<file path="src/rtl/ntst_pkg.sv">
// Package for the number-to-speech token sequencer: token codes, slot layout,
// stage payload types and the decimal place helper functions. No dependencies.
package ntst_pkg;

  localparam logic [7:0]  TrackMinus = 8'd250;
  localparam logic [7:0]  TrackZero  = 8'd200;
  localparam logic [13:0] DirectMax  = 14'd19;
  localparam logic signed [14:0] NumLimit = 15'sd9999;

  localparam logic [13:0] Weight3 = 14'd1000;
  localparam logic [13:0] Weight2 = 14'd100;
  localparam logic [13:0] Weight1 = 14'd10;

  // Token slots of one item, in speaking order.
  localparam int NumSlots = 7;
  localparam int SlotPfx  = 0;
  localparam int SlotSign = 1;
  localparam int SlotP3   = 2;
  localparam int SlotP2   = 3;
  localparam int SlotP1   = 4;
  localparam int SlotP0   = 5;
  localparam int SlotSfx  = 6;

  // Tracks that every stage carries unchanged once the front stage has set them.
  typedef struct packed {
    logic       pfx_v;
    logic [7:0] pfx;
    logic       sgn_v;
    logic [7:0] sgn_tok;
    logic       sfx_v;
    logic [7:0] sfx;
  } head_t;

  typedef struct packed {
    logic [3:0]  digit;
    logic [13:0] rem;
  } place_t;

  // One decimal place: digit by parallel compares, then the remainder.
  function automatic place_t place_step(input logic [13:0] rem, input logic [13:0] w);
    place_t r;
    logic [3:0] d;
    d = '0;
    for (int k = 1; k <= 9; k++) begin
      if (rem >= 14'(k) * w) d = 4'(k);
    end
    r.digit = d;
    r.rem   = rem - 14'(d) * w;
    return r;
  endfunction

  // Track for a place: tens code plus digit above the direct range, else the value itself.
  function automatic logic [7:0] place_token(input logic [13:0] rem, input logic [3:0] digit,
                                             input logic [3:0] tens);
    if (rem > DirectMax) return 8'(tens) * 8'd10 + 8'(digit);
    else return rem[7:0];
  endfunction

  // A place speaks if nonzero, unless an earlier place spoke the remainder directly.
  function automatic logic place_valid(input logic [13:0] rem, input logic [3:0] digit,
                                       input logic done);
    if (done) return 1'b0;
    else if (rem > DirectMax) return digit != 4'd0;
    else return rem != 14'd0;
  endfunction

endpackage

</file>
<file path="src/rtl/number_to_speech_tokens.sv">
// Number-to-speech token sequencer, top level.
// An item passes each intake stage, then the serialiser, to the registered outputs.
// Throughput: one track per cycle while an item is in hand; the intake keeps
// taking items while the serialiser is busy, until its stages are full.
// Reset (rst, synchronous) clears every valid bit, the token mask and strobe.
// The receiver cannot stall: each track is on the ports for exactly one cycle.
module number_to_speech_tokens
  import ntst_pkg::*;
(
  input  logic               clk,
  input  logic               rst,
  input  logic               start,
  output logic               busy,
  input  logic               has_prefix,
  input  logic [7:0]         prefix_track,
  input  logic signed [14:0] number,
  input  logic               has_suffix,
  input  logic [7:0]         suffix_track,
  output logic               strobe,
  output logic [7:0]         track,
  output logic               last
);

  // Stage 1 registers: saturated magnitude and the fixed head tracks.
  logic        v1;
  head_t       head1;
  logic [13:0] mag1;

  // Stage 2: thousands place done; remainder below 1000.
  logic        v2;
  head_t       head2;
  logic [9:0]  rem2;
  logic        done2;
  logic [7:0]  tok_p3_2;
  logic        val_p3_2;

  // Stage 3: hundreds place done; remainder below 100.
  logic        v3;
  head_t       head3;
  logic [6:0]  rem3;
  logic        done3;
  logic [7:0]  tok_p3_3, tok_p2_3;
  logic        val_p3_3, val_p2_3;

  // Stage 4: the complete token list of the item, one slot per possible track.
  logic        v4;
  logic [7:0]  list_tok [NumSlots];
  logic [NumSlots-1:0] list_mask;

  // Serialiser: tokens still to speak for the item in hand.
  logic [7:0]  ser_tok [NumSlots];
  logic [NumSlots-1:0] ser_mask;

  logic ready1, ready2, ready3, ready4, ser_ready;

  // Handshake chain: a stage moves when it is empty or the next one moves.
  logic [NumSlots-1:0] ser_pick, ser_rest;
  assign ser_pick  = ser_mask & (~ser_mask + NumSlots'(1));
  assign ser_rest  = ser_mask & ~ser_pick;
  assign ser_ready = (ser_rest == '0);
  assign ready4    = !v4 || ser_ready;
  assign ready3    = !v3 || ready4;
  assign ready2    = !v2 || ready3;
  assign ready1    = !v1 || ready2;
  assign busy      = !ready1;

  // Front stage: clamp to the spoken range and split into sign and magnitude.
  logic signed [14:0] num_sat;
  logic               num_neg;
  head_t              head_in;
  always_comb begin
    if (number > NumLimit) num_sat = NumLimit;
    else if (number < -NumLimit) num_sat = -NumLimit;
    else num_sat = number;
    num_neg         = num_sat[14];
    head_in.pfx_v   = has_prefix;
    head_in.pfx     = prefix_track;
    head_in.sfx_v   = has_suffix;
    head_in.sfx     = suffix_track;
    head_in.sgn_v   = num_neg || (num_sat == '0);
    head_in.sgn_tok = num_neg ? TrackMinus : TrackZero;
  end

  always_ff @(posedge clk) begin
    if (rst) begin
      v1 <= 1'b0;
    end else if (ready1) begin
      v1 <= start;
    end
    if (ready1) begin
      head1 <= head_in;
      mag1  <= num_neg ? 14'(-num_sat) : num_sat[13:0];
    end
  end

  // Thousands place.
  place_t pl3;
  assign pl3 = place_step(mag1, Weight3);

  always_ff @(posedge clk) begin
    if (rst) begin
      v2 <= 1'b0;
    end else if (ready2) begin
      v2 <= v1;
    end
    if (ready2) begin
      head2    <= head1;
      rem2     <= pl3.rem[9:0];
      done2    <= (mag1 <= DirectMax);
      tok_p3_2 <= place_token(mag1, pl3.digit, 4'd4);
      val_p3_2 <= place_valid(mag1, pl3.digit, 1'b0);
    end
  end

  // Hundreds place.
  place_t pl2;
  logic [13:0] rem2_x;
  assign rem2_x = 14'(rem2);
  assign pl2    = place_step(rem2_x, Weight2);

  always_ff @(posedge clk) begin
    if (rst) begin
      v3 <= 1'b0;
    end else if (ready3) begin
      v3 <= v2;
    end
    if (ready3) begin
      head3    <= head2;
      rem3     <= pl2.rem[6:0];
      done3    <= done2 || (rem2_x <= DirectMax);
      tok_p3_3 <= tok_p3_2;
      val_p3_3 <= val_p3_2;
      tok_p2_3 <= place_token(rem2_x, pl2.digit, 4'd3);
      val_p2_3 <= place_valid(rem2_x, pl2.digit, done2);
    end
  end

  // Tens and units: the units remainder below ten is only ever spoken directly.
  place_t pl1;
  logic [13:0] rem3_x;
  logic        done1;
  assign rem3_x = 14'(rem3);
  assign pl1    = place_step(rem3_x, Weight1);
  assign done1  = done3 || (rem3_x <= DirectMax);

  always_ff @(posedge clk) begin
    if (rst) begin
      v4 <= 1'b0;
    end else if (ready4) begin
      v4 <= v3;
    end
    if (ready4) begin
      list_tok[SlotPfx]   <= head3.pfx;
      list_tok[SlotSign]  <= head3.sgn_tok;
      list_tok[SlotP3]    <= tok_p3_3;
      list_tok[SlotP2]    <= tok_p2_3;
      list_tok[SlotP1]    <= place_token(rem3_x, pl1.digit, 4'd2);
      list_tok[SlotP0]    <= pl1.rem[7:0];
      list_tok[SlotSfx]   <= head3.sfx;
      list_mask[SlotPfx]  <= head3.pfx_v;
      list_mask[SlotSign] <= head3.sgn_v;
      list_mask[SlotP3]   <= val_p3_3;
      list_mask[SlotP2]   <= val_p2_3;
      list_mask[SlotP1]   <= place_valid(rem3_x, pl1.digit, done3);
      list_mask[SlotP0]   <= !done1 && (pl1.rem != 14'd0);
      list_mask[SlotSfx]  <= head3.sfx_v;
    end
  end

  // Serialiser: speak the lowest pending slot each cycle; reload as the last one goes.
  logic [7:0] ser_sel;
  always_comb begin
    ser_sel = '0;
    for (int i = 0; i < NumSlots; i++) begin
      if (ser_pick[i]) ser_sel = ser_sel | ser_tok[i];
    end
  end

  always_ff @(posedge clk) begin
    if (rst) begin
      ser_mask <= '0;
      strobe   <= 1'b0;
    end else begin
      if (ser_ready) ser_mask <= v4 ? list_mask : '0;
      else ser_mask <= ser_rest;
      strobe <= (ser_mask != '0);
    end
    if (ser_ready && v4) begin
      ser_tok <= list_tok;
    end
    track <= ser_sel;
    last  <= ser_ready;
  end

  // Tracks of one item leave on consecutive cycles, ending with a marked one.
  a_item_contiguous: assert property (@(posedge clk) disable iff (rst)
    strobe && !last |=> strobe)
    else $error("item tracks not contiguous");

  // An empty serialiser lets every stage move, so the intake cannot be busy.
  a_idle_not_busy: assert property (@(posedge clk) disable iff (rst)
    (ser_mask == '0) |-> !busy)
    else $error("busy while serialiser empty");

  // Exactly one slot is chosen while tokens are pending.
  a_one_pick: assert property (@(posedge clk) disable iff (rst)
    (ser_mask != '0) |-> $onehot(ser_pick))
    else $error("serialiser picked more or fewer than one slot");

  // Every loaded item carries at least one token.
  a_list_nonempty: assert property (@(posedge clk) disable iff (rst)
    v4 |-> (list_mask != '0))
    else $error("empty token list");

endmodule
</file>
<file path="config.mk">
export PLATFORM = sky130hd
export DESIGN_NAME = number_to_speech_tokens
export DESIGN_NICKNAME = d
export VERILOG_FILES = /design/src/rtl/ntst_pkg.sv /design/src/rtl/number_to_speech_tokens.sv
export SDC_FILE = /design/constraint.sdc
export NUM_CORES = 1
export LEC_CHECK = 0
export BUFFER_PORTS_ARGS = -buffer_cell sky130_fd_sc_hd__buf_4
export CORE_UTILIZATION = 55
export CTS_BUF_LIST = sky130_fd_sc_hd__clkbuf_2 sky130_fd_sc_hd__clkbuf_4 sky130_fd_sc_hd__clkbuf_8
export CTS_CLUSTER_SIZE = 24
export DETAILED_ROUTE_END_ITERATION = 10
export GPL_TIMING_DRIVEN = 0
export HOLD_SLACK_MARGIN = 0.12
export PLACE_DENSITY = 0.72
export SLEW_MARGIN = 0
export SYNTH_ARGS = -nofsm -noshare
export SYNTH_HDL_FRONTEND = slang
export SYNTH_SLANG_ARGS = --single-unit
export TNS_END_PERCENT = 50
</file>
<file path="constraint.sdc">
create_clock -name clk -period 4.45 [get_ports clk]
set_input_delay 0.445 -clock clk [delete_from_list [all_inputs] [get_ports clk]]
set_output_delay 0.445 -clock clk [all_outputs]
set_load 0.01 [all_outputs]
</file>
# Word level (Yosys, flattened, before mapping)
# Cells that the tools add are included.
# op_classes
addsub,8
multipliers,3
n_lt_le_gt_ge,35
mux,46
bitwise_logic,10
n_reduce_logical,25
# ops
op,n
$mux 4,24
$mux 8,9
$ge 14x13->1 const B,4
$reduce_bool 14->1,4
$or 8x8->8,6
$ge 10x10->1 const B,4
$ge 10x9->1 const B,3
$mux 15,2
$ge 14x12->1 const B,2
$ge 7x6->1 const B,3
$ge 7x7->1 const B,3
$mux 7,3
$gt 15x15->1 const B,1
$logic_not 15->1,1
$lt 15x15->1 const B,1
$and 7x7->7,2
$ge 14x10->1 const B,1
$ge 14x11->1 const B,1
$ge 14x14->1 const B,1
$ge 7x5->1 const B,2
$gt 14x5->1 const B,1
$le 14x5->1 const B,1
$mux 14,1
$neg 14->14,1
25 further kinds,46
# word_totals
reg_bits,281
in_bits,36
output_inout_bits,11
wordCells,181

# Depth between registers and ports, before layout
# Gate-level depths: netlist of run 1.
# depth
depth_word,16
depth_mapped,17
ltp_nobuf,16

# Worst setup path after synthesis of run 1
# Ideal clock, no wire load.
# synth_path
path_kind,register -> register
from,register mag1[4]
to,"register rem2[9], data pin"
setup_ns,0.258
t_arrival_ns,3.612
required_ns,4.192
path_slack_ns,0.580
path_stages_with_launch,16
path_buffers,0
synth_period_minus_slack_ns,3.870
cell_sequence,edfxtp_1 > or2_1 > nand3_1 > o31ai_1 > o31ai_2 > inv_1 > ha_1 > inv_1 > fa_1 > fa_1 > ha_1 > o21ai_0 > o21bai_1 > a21oi_1 > xnor2_1 > xnor2_1
# synth_rtl
element,line,rtl
start: declaration,number_to_speech_tokens.sv:27,logic [13:0] mag1;
start signal: assignment,number_to_speech_tokens.sv:92,mag1 <= num_neg ? 14'(-num_sat) : num_sat[13:0];
end signal: assignment,number_to_speech_tokens.sv:108,rem2 <= pl3.rem[9:0];
end: declaration,number_to_speech_tokens.sv:32,logic [9:0] rem2;

==> results.md, run 1 <==
| Parameter | Value |
|:---|:---|
| Result of the run | finished clean |
| Clock buffers created by TritonCTS | 39 |
| Cell Area, Placed | 11200 µm² |
| Commonest register cell after synthesis | sky130_fd_sc_hd__edfxtp_1 |
| Area Overhead vs Synth | 16.5% |
| TritonCTS clock tree | built |
| N_diodes | 0 |
| Fraction of synthesis flops using an asynchronous set or reset pin | 0% |
| Least setup slack across all paths after layout | 0.285 ns |
| Clock sinks | 244 |
| Setup repair after global routing missed its margin | false |
| Final count of hold timing violations | 0 |
| Detail Route Antenna Nets | 0 |
| Initial DRT Pass Iterations | 6 |
| Slowest cell on the critical path | sky130_fd_sc_hd__edfxtp_1 |
| Wire length of the first global-routing pass | 31300 µm |
| Synth Register Bits | 244 |
| EDFF count, synth | 223 |
| Peak Freq | 0.240 GHz |
| Clock insertion delay at the later pin of the skew report | 0.53 ns |
| Transition time of the tightest slew-check pin | 1.15 ns |
| GPL Wtd Cong | 0.871 |
| Cell type with the highest aggregate area in the netlist | sky130_fd_sc_hd__edfxtp_1 |
| Pins over their slew limit | 0 |
| Area share of the largest cell type after synthesis | 64.0% |
| Max incr delay on CP | 0.53 ns |
| Fraction of layout instances using a drive strength above 1 | 17.2% |
| Antenna violations before repair | 0 |
| Cell Chain, Critical Path | or2_1 > nand3_1 > o31ai_1 > o31ai_2 > inv_1 > ha_1 > inv_1 > fa_1 > fa_1 > ha_1 > o21ai_0 > o21bai_1 > a21oi_1 > xnor2_1 > xnor2_1 |
| Maximum resistive drop on vdd | 0.364 mV |
| Most frequent cells in the layout | sky130_fd_sc_hd__edfxtp_1 (223), sky130_fd_sc_hd__inv_1 (56), sky130_fd_sc_hd__nor2_1 (50) |
| CP Capture Type | flop |
| Starting density of the core | 56.0% |
| Pre-CTS worst setup slack | -0.0549 ns |
| Syn. warnings | 0 |
| X dimension of the die | 140 µm |
| Area contributors post-synth | sky130_fd_sc_hd__edfxtp_1 (64%), sky130_fd_sc_hd__ha_1 (4.3%), sky130_fd_sc_hd__dfxtp_1 (4.0%) |
| Total number of placement rows | 50 |
| Clock tree root driver cell | sky130_fd_sc_hd__clkbuf_8 |
| Clock period minus worst slack | 4.17 ns |
| Number of design rule violations left after detail routing | 0 |
| Top delay family on crit path | adder cells |
| Die outline area | 19600 µm² |
| Hold Worst Slack | 0.268 ns |
| Setup violators final | 0 |
| Post-synthesis instance area | 10500 µm² |
| Core Util, Final | 65.2% |
| Post-cts gate resize count | 0 |
| Data required time of the worst path | 4.73 ns |
| Vertical die dimension | 140 µm |
| H-Tree Level Count | 2 |
| Aggregate global-route resource usage | 20.6% |
| Setup TNS after final layout | 0 ns |
| Leakage | 4.69 nW |
| Routed wire length | 19600 µm |
| Worst-case clock buffer depth | 3 |
| Post-DP HPWL | 13500 µm |
| Clock slew seen by the registers of the worst setup and hold paths | 0.06 ns |
| Via count of the first global-routing pass | 6362 |
| Synth cell types | 80 |
| Clock Skews | 0.0228 ns |
| Nets | 949 |
| Vias per std cell | 5.69 |
| Routed wire per std cell | 17.3 µm |
| Avg Synthesized Cell Area | 13.9 µm² |
| Kind of launch point of the worst setup path | flop |
| Via count | 6448 |
| Tcrit/Tclk final | 93.6% |
| GRT overflow | 0 |
| Commonest non-fill, non-tap cell in the layout | sky130_fd_sc_hd__edfxtp_1 |
| Total of max-cap violations | 0 |
| Critical path buffers and inverters | 2 |
| Critical path type | reg2reg |
| Sequential fraction of the synthesis area | 68.0% |
| Pin count of the biggest net entering global routing | 47 |
| Remaining max-slew budget at the tightest pin | 23.5% |
| Post-Layout Inst Area | 12200 µm² |
| Total core area | 18700 µm² |
| Quantity of I/O buffers inserted on ports | 46 |
| Signal arrival time at the worst endpoint | 4.45 ns |
| Worst hold path class | in2reg |
| I/O pin count | 47 |
| Worst-path fanout max | 8 |
| Cell Pwr Density | 620 nW/µm² |
| Post-Syn Instances | 754 |
| First DRT Iteration DRCs | 534 |
## synthesized netlist by cell type (all sizes together), types with 8 or more instances
cell and instances:
nand2 45, nand2b 9, dfxtp 21, nor2 52
buf 11, xnor2 18, nand3 9, nor3 16
edfxtp 223, fa 8, nor2b 10, a221o 10
a21oi 36, o21ai 34, a21o 11, inv 57
clkbuf 15, ha 36
## state kept, by name, summed over array words and instances (netlist names), 7 cells and up
signal,count
head3,20
head1,20
tok_p3_2,8
mag1,14
tok_p2_3,8
rem3,7
ser_tok,48
head2,20
rem2,10
track,8
tok_p3_3,8
list_tok,48
ser_mask,7
list_mask,7
## stage by stage
stage	std cells	total power, mW
2_1_floorplan	758	5.05
5_1_grt	1133	8.10
4_1_cts	1131	7.63
6_report	1133	7.57
3_3_place_gp	1038	5.59
3_5_place_dp	1041	5.70
## worst reg2reg max path: stages, from the launching register on
cell and delay [ns]:
sky130_fd_sc_hd__edfxtp_1 0.53, sky130_fd_sc_hd__or2_1 0.35, sky130_fd_sc_hd__nand3_1 0.11, sky130_fd_sc_hd__o31ai_1 0.08
sky130_fd_sc_hd__o31ai_2 0.32, sky130_fd_sc_hd__inv_1 0.19, sky130_fd_sc_hd__ha_1 0.32, sky130_fd_sc_hd__inv_1 0.06
sky130_fd_sc_hd__fa_1 0.50, sky130_fd_sc_hd__fa_1 0.50, sky130_fd_sc_hd__ha_1 0.33, sky130_fd_sc_hd__o21ai_0 0.12
sky130_fd_sc_hd__o21bai_1 0.15, sky130_fd_sc_hd__a21oi_1 0.09, sky130_fd_sc_hd__xnor2_1 0.19, sky130_fd_sc_hd__xnor2_1 0.09
## what timing repair did
action | CTS | global route
buffers inserted | 0 | 2
setup endpoints to repair | 0 | 1
hold buffers | 19 | 0
hold endpoints to repair | 19 | 0
## cells by family after synthesis
group	count (synthesis)	synth area share, %
AOI/OAI and AO/OA	167	11.5
muxes	2	0.215
adders and majority gates	46	6.02
and+or+nand+nor	188	9.11
other	1	0.0358
DFF	244	68.0
buffers and inverters	83	3.24
xor gates and xnor gates	23	1.92
## cell type report
class / count / area (µm²)
buffer: 26 / 125
clock buffer: 55 / 694
clock inverter: 16 / 105
fill: 1314 / 6510
inverter: 57 / 214
multi-input combinational: 431 / 3030
sequential: 244 / 7120
tap: 234 / 293
timing repair buffer: 70 / 618
## layer usage
layer,part of all wire [%],GRT usage (%),up-vias
li1,-,-,3090
met1,41,24.5,3057
met2,51,37.0,260
met3,5.4,3.93,41
met4,2.4,7.98,0
met5,0,0,-
## power breakdown
group	internal, mW	switching (mW)	leakage, nW
clock	1.07	0.823	0.421
sequential	3.02	0.141	2.43
combinational	1.09	1.42	1.84
total	5.18	2.39	4.69
## final timing paths
kind,end,cells past startpoint,slack [ns],start
hold / removal,mag1[0],2,0.27,number[0]
setup / recovery,rem2[9],15,0.28,mag1[4]
hold reg to reg,tok_p3_3[0],0,0.41,tok_p3_2[0]
setup reg to reg,rem2[9],15,0.28,mag1[4]
(Power assumes the default switching activity.)
==> inputs of run 2 (changes only) <==
Settings changed: RECOVER_POWER set to 100.
==> results.md, run 2 (same netlist as run 1, synthesis figures left out) <==
| Parameter | Value | vs previous |
|:---|:---|:---|
| Leakage | 4.60 nW | -1.9% |
| Post-DP HPWL | 13500 µm | unchanged |
| CP Capture Type | flop |  |
| Vertical die dimension | 140 µm | unchanged |
| GRT overflow | 0 | unchanged |
| Number of design rule violations left after detail routing | 0 | unchanged |
| Cell Chain, Critical Path | buf_6 > or2_4 > a31o_4 > a311oi_1 > o211ai_2 > nand2_4 > inv_1 > fa_1 > fa_1 > ha_1 > o21ai_0 > o21bai_1 > a21oi_1 > xnor2_1 > xnor2_1 |  |
| Fillers | 1344 | +2.3% |
| Signal arrival time at the worst endpoint | 4.48 ns | +0.03 ns |
| Starting density of the core | 56.0% | unchanged |
| First DRT Iteration DRCs | 537 | +0.56% |
| Top delay family on crit path | adder cells |  |
| Pins over their slew limit | 166 | +166 |
| Slowest cell on the critical path | sky130_fd_sc_hd__fa_1 |  |
| Wire length of the first global-routing pass | 31300 µm | unchanged |
| N_diodes | 0 | unchanged |
| Pin count of the biggest net entering global routing | 47 | unchanged |
| Clock tree root driver cell | sky130_fd_sc_hd__clkbuf_8 |  |
| Transition time of the tightest slew-check pin | 2.10 ns | +0.948 ns |
| Power after layout | 7.55 mW | -0.23% |
| Nets | 949 | unchanged |
| Least setup slack across all paths after layout | 0.247 ns | -0.0374 ns |
| Critical path type | reg2reg |  |
| Fraction of layout instances using a drive strength above 1 | 14.1% | -3.1 points |
| Routed wire per std cell | 17.3 µm | -0.11% |
| Total core area | 18700 µm² | unchanged |
| H-Tree Level Count | 2 | unchanged |
| Clock insertion delay at the later pin of the skew report | 0.53 ns | about the same |
| Number of cells on the worst hold path | 2 | unchanged |
| Result of the run | finished with violations |  |
| X dimension of the die | 140 µm | unchanged |
| Peak Freq | 0.238 GHz | -0.89% |
| Routed wire length | 19600 µm | -0.11% |
| Clock period minus worst slack | 4.20 ns | +0.0374 ns |
| Clock buffers created by TritonCTS | 39 | unchanged |
| Worst-case clock buffer depth | 3 | unchanged |
| Aggregate global-route resource usage | 20.6% | unchanged |
| Maximum resistive drop on vdd | 0.363 mV | -0.50% |
| Initial DRT Pass Iterations | 5 | -1 |
| I/O pin count | 47 | unchanged |
| Area Overhead vs Synth | 15.3% |  |
| Vias per std cell | 5.68 | -0.25% |
| Top flop regs | list_tok x48, ser_tok x48 |  |
| Commonest non-fill, non-tap cell in the layout | sky130_fd_sc_hd__edfxtp_1 |  |
| Area of all sequential standard cells | 7120 µm² | unchanged |
| Critical Path Stages | 15 | unchanged |
| Critical path buffers and inverters | 2 | unchanged |
| Antenna violations before repair | 0 | unchanged |
| Quantity of I/O buffers inserted on ports | 46 | unchanged |
| TritonCTS clock tree | built |  |
| Max incr delay on CP | 0.53 ns | about the same |
| Clock sinks | 244 | unchanged |
| Multi-input gate area in the final layout | 2990 µm² | -1.5% |
| Clock Skews | 0.0172 ns | -0.00552 ns |
| Die outline area | 19600 µm² | unchanged |
| Kind of launch point of the worst setup path | flop |  |
| Final count of hold timing violations | 0 | unchanged |
| Most frequent cells in the layout | sky130_fd_sc_hd__edfxtp_1 (223), sky130_fd_sc_hd__inv_1 (56), sky130_fd_sc_hd__nor2_1 (50) |  |
| Via count of the first global-routing pass | 6362 | unchanged |
| Setup TNS after final layout | 0 ns | unchanged |
| Pre-CTS worst setup slack | -0.0549 ns | unchanged |
| Remaining max-slew budget at the tightest pin | -39.7% | -63 points |
| Setup violators final | 0 | unchanged |
| Cell Pwr Density | 625 nW/µm² | +0.81% |
| Total of max-cap violations | 5 | +5 |
| Data required time of the worst path | 4.73 ns | about the same |
| Detail Route Antenna Nets | 0 | unchanged |
| Post-cts gate resize count | 0 | unchanged |
| Via count | 6432 | -0.25% |
| Tcrit/Tclk final | 94.4% | +0.84 points |
| Total number of placement rows | 50 | unchanged |
| Worst hold path class | in2reg |  |
| GPL Wtd Cong | 0.871 | unchanged |
| Failing checks | capacitance limit, slew limit |  |
| Worst-path fanout max | 10 | +2 |
| Register-to-Register Path Depth | 15 | unchanged |
| Clock slew seen by the registers of the worst setup and hold paths | 0.06 ns | about the same |
==> run 2: changes by cell type in the layout (fill, tap and decap cells not counted), sizes merged <==
cell,previous run,this run
buf,62,28
clkbuf,70,104
==> run 2: timing repair <==
item	4_1_cts	5_1_grt
hold endpoints to repair	19	0
setup endpoints to repair	0	1
hold buffers	19	0
setup buffers	0	2
==> run 2: final timing paths <==
check | start | end | slack, ns
max | mag1[6] | rem2[9] | 0.25
min | number[0] | mag1[0] | 0.27
max reg2reg | mag1[6] | rem2[9] | 0.25
min reg2reg | list_tok[33] | ser_tok[33] | 0.41
==> run 2: power breakdown <==
part / total (mW) / leakage (nW) / internal, mW / switching [mW]
sequential: 3.16 / 2.43 / 3.02 / 0.139
combinational: 2.50 / 1.75 / 1.08 / 1.42
clock: 1.89 / 0.421 / 1.07 / 0.822
total: 7.55 / 4.60 / 5.17 / 2.38
==> run 2: layout make-up <==
type	instances	area share, %
timing repair buffer	70	4.55
clock inverter	16	0.870
multi-input combinational	431	24.7
tap	234	2.42
clock buffer	55	5.75
inverter	57	1.77
buffer	26	0.953
sequential	244	58.9
==> run 2: metrics by stage <==
stage | hold WS [ns] | instance area (µm²) | instances | util (%)
2_1_floorplan | 0.400 | 10500 | 758 | -
3_3_place_gp | 0.401 | 11100 | 1038 | 59.5
3_5_place_dp | 0.405 | 11200 | 1041 | 59.8
6_report | 0.269 | 12100 | 1133 | 64.5
5_1_grt | 0.249 | 12100 | 1133 | 64.5
4_1_cts | 0.234 | 12200 | 1131 | 65.1
==> run 2: per-layer routing <==
| metal | track usage [%] | share of wire (%) |
|---|---|---|
| met3 | 3.93 | 5.7 |
| met5 | 0 | 0 |
| met1 | 24.5 | 41 |
| met4 | 7.98 | 2.2 |
| met2 | 37.0 | 51 |
==> inputs of run 3 (changes only) <==
Clock period 4.45 ns to 5.3 ns, I/O delays scaled along.
==> results.md, run 3 (same netlist as run 1, synthesis figures left out) <==
| Parameter | Value | vs previous |
|:---|:---|:---|
| Maximum resistive drop on vdd | 0.305 mV | -16% |
| Setup TNS after final layout | 0 ns | unchanged |
| Data required time of the worst path | 5.45 ns | +0.72 ns |
| Clock period minus worst slack | 4.60 ns | +0.397 ns |
| First DRT Iteration DRCs | 547 | +1.9% |
| Cell occurring most often along the worst timing path | sky130_fd_sc_hd__clkbuf_1 |  |
| Initial DRT Pass Iterations | 5 | unchanged |
| Wire length of the first global-routing pass | 31000 µm | -1.0% |
| Number of design rule violations left after detail routing | 0 | unchanged |
| Least setup slack across all paths after layout | 0.701 ns | +0.453 ns |
| Most frequent cells in the layout | sky130_fd_sc_hd__edfxtp_1 (223), sky130_fd_sc_hd__inv_1 (56), sky130_fd_sc_hd__nor2_1 (50) |  |
| Cell Chain, Critical Path | clkbuf_1 > nor2_1 > nand2_1 > o32ai_1 > clkbuf_1 > or2_0 > clkbuf_2 |  |
| Nets | 928 | -2.2% |
| Worst-case clock buffer depth | 3 | unchanged |
| Pin count of the biggest net entering global routing | 47 | unchanged |
| Result of the run | finished with violations |  |
| Total number of placement rows | 50 | unchanged |
| Post-cts gate resize count | 0 | unchanged |
| Transition time of the tightest slew-check pin | 2.09 ns | -0.00950 ns |
| X dimension of the die | 140 µm | unchanged |
| Tcrit/Tclk final | 86.8% | -7.7 points |
| Share of total power consumed by net switching | 31.5% | about the same |
| Area Overhead vs Synth | 13.0% |  |
| Max incr delay on CP | 1.41 ns | +0.88 ns |
| Internal Pwr Total | 4.33 mW | -16% |
| Top delay family on crit path | simple AND/OR/NAND/NOR gates |  |
| Peak Freq | 0.217 GHz | -8.6% |
| Hold Worst Slack | 0.201 ns | -0.0676 ns |
| Detail Route Antenna Nets | 0 | unchanged |
| Cell Pwr Density | 534 nW/µm² | -15% |
| Clock insertion delay at the later pin of the skew report | 0.53 ns | about the same |
| Worst hold path class | in2reg |  |
| Vertical die dimension | 140 µm | unchanged |
| Kind of launch point of the worst setup path | flop |  |
| Remaining max-slew budget at the tightest pin | -39.1% | +0.63 points |
| Clock slew seen by the registers of the worst setup and hold paths | 0.07 ns | about the same |
| Starting density of the core | 56.0% | unchanged |
| Clock tree root driver cell | sky130_fd_sc_hd__clkbuf_8 |  |
| Number of cells on the worst hold path | 1 | -1 |
| Via count | 6333 | -1.5% |
| Clock Skews | 0.0171 ns | -0.000121 ns |
| Post-CTS setup buffers | 0 | unchanged |
| Top flop regs | list_tok x48, ser_tok x48 |  |
| Aggregate global-route resource usage | 20.4% | -0.20 points |
| Setup repair after global routing missed its margin | false |  |
| Power share of the sequential group | 41.9% | about the same |
| Leakage | 4.49 nW | -2.4% |
| Total of max-cap violations | 5 | unchanged |
| Net Switching | 1.99 mW | -16% |
| Final count of hold timing violations | 0 | unchanged |
| CP Capture Type | flop |  |
| Pre-CTS worst setup slack | 0.710 ns | +0.765 ns |
| Fraction of layout instances using a drive strength above 1 | 13.8% | -0.35 points |
| H-Tree Level Count | 2 | unchanged |
| Start point of the worst hold path | suffix_track[6] |  |
| Setup violators final | 0 | unchanged |
| I/O pin count | 47 | unchanged |
| Vias per std cell | 5.70 | +0.32% |
| Total core area | 18700 µm² | unchanged |
| GRT overflow | 0 | unchanged |
| R2R setup slack | 0.70 ns | +0.45 ns |
| Register-to-Register Path Depth | 7 | -8 |
| Worst-path fanout max | 30 | +20 |
| Antenna violations before repair | 0 | unchanged |
| Hold path endpoint | head1[6] |  |
| Die outline area | 19600 µm² | unchanged |
| Routed wire length | 19500 µm | -0.52% |
| Via count of the first global-routing pass | 6268 | -1.5% |
| Post-CTS Hold Fix Bufs | 0 | -19 |
| Failing checks | capacitance limit, slew limit |  |
| Slowest cell on the critical path | sky130_fd_sc_hd__or2_0 |  |
| TritonCTS clock tree | built |  |
| Routed wire per std cell | 17.6 µm | +1.4% |
| Clock Power Share | 25.1% | about the same |
| Signal arrival time at the worst endpoint | 4.75 ns | +0.27 ns |
| Critical path type | reg2reg |  |
| GPL Wtd Cong | 0.871 | unchanged |
| Pins over their slew limit | 167 | +0.60% |
| R2R Path End | list_tok[14] |  |
| Clock buffers created by TritonCTS | 39 | unchanged |
| Commonest non-fill, non-tap cell in the layout | sky130_fd_sc_hd__edfxtp_1 |  |
| Clock sinks | 244 | unchanged |
| Combinational share of power | 33.0% | about the same |
| Power after layout | 6.32 mW | -16% |
| Quantity of I/O buffers inserted on ports | 46 | unchanged |
| Critical path buffers and inverters | 3 | +1 |
| Reg2Reg Launch Point | ser_mask[1] |  |
| N_diodes | 0 | unchanged |
| Post-DP HPWL | 13500 µm | unchanged |
[run 3: per-stage QoR]
stage	area, µm²	instances	util, %
after global placement	11100	1038	59.5
after floorplan	10500	758	-
after CTS	12000	1112	64.1
final	11800	1112	63.2
after global routing	11800	1112	63.2
after detailed placement	11200	1041	59.8
[run 3: power groups by stage]
stage / logic [mW] / clock network, mW / registers [mW]
2_1_floorplan: 1.61 / 0 / 2.63
3_3_place_gp: 2.01 / 0 / 2.69
3_5_place_dp: 2.10 / 0 / 2.69
4_1_cts: 2.11 / 1.63 / 2.65
5_1_grt: 2.37 / 1.72 / 2.67
6_report: 2.08 / 1.59 / 2.65
[run 3: metal layers]
metal  wire length [µm]  GRT usage, %  up-vias
met5                  0             0        -
met4                432          7.92        0
met3               1090          4.03       37
met2               9950          36.3      232
met1               8040          24.6     3015
li1                   -             -     3049
[run 3: area by class of cell]
| cell class | count | area [µm²] |
|---|---|---|
| sequential | 244 | 7120 |
| fill | 1380 | 6880 |
| multi-input combinational | 431 | 2970 |
| clock buffer | 55 | 694 |
| timing repair buffer | 49 | 329 |
| tap | 234 | 293 |
| inverter | 57 | 214 |
| buffer | 26 | 108 |
| clock inverter | 16 | 105 |
[run 3: how the worst max path moves through the flow]
stage                      startpoint      endpoint  depth (start not counted)
after floorplan               mag1[4]       rem2[9]                         15
after global placement      number[3]      mag1[12]                         15
after detailed placement    number[3]      mag1[12]                         15
after CTS                     mag1[4]       rem2[9]                         15
after global routing      ser_mask[1]   list_tok[5]                          9
final                     ser_mask[1]  list_tok[14]                          7
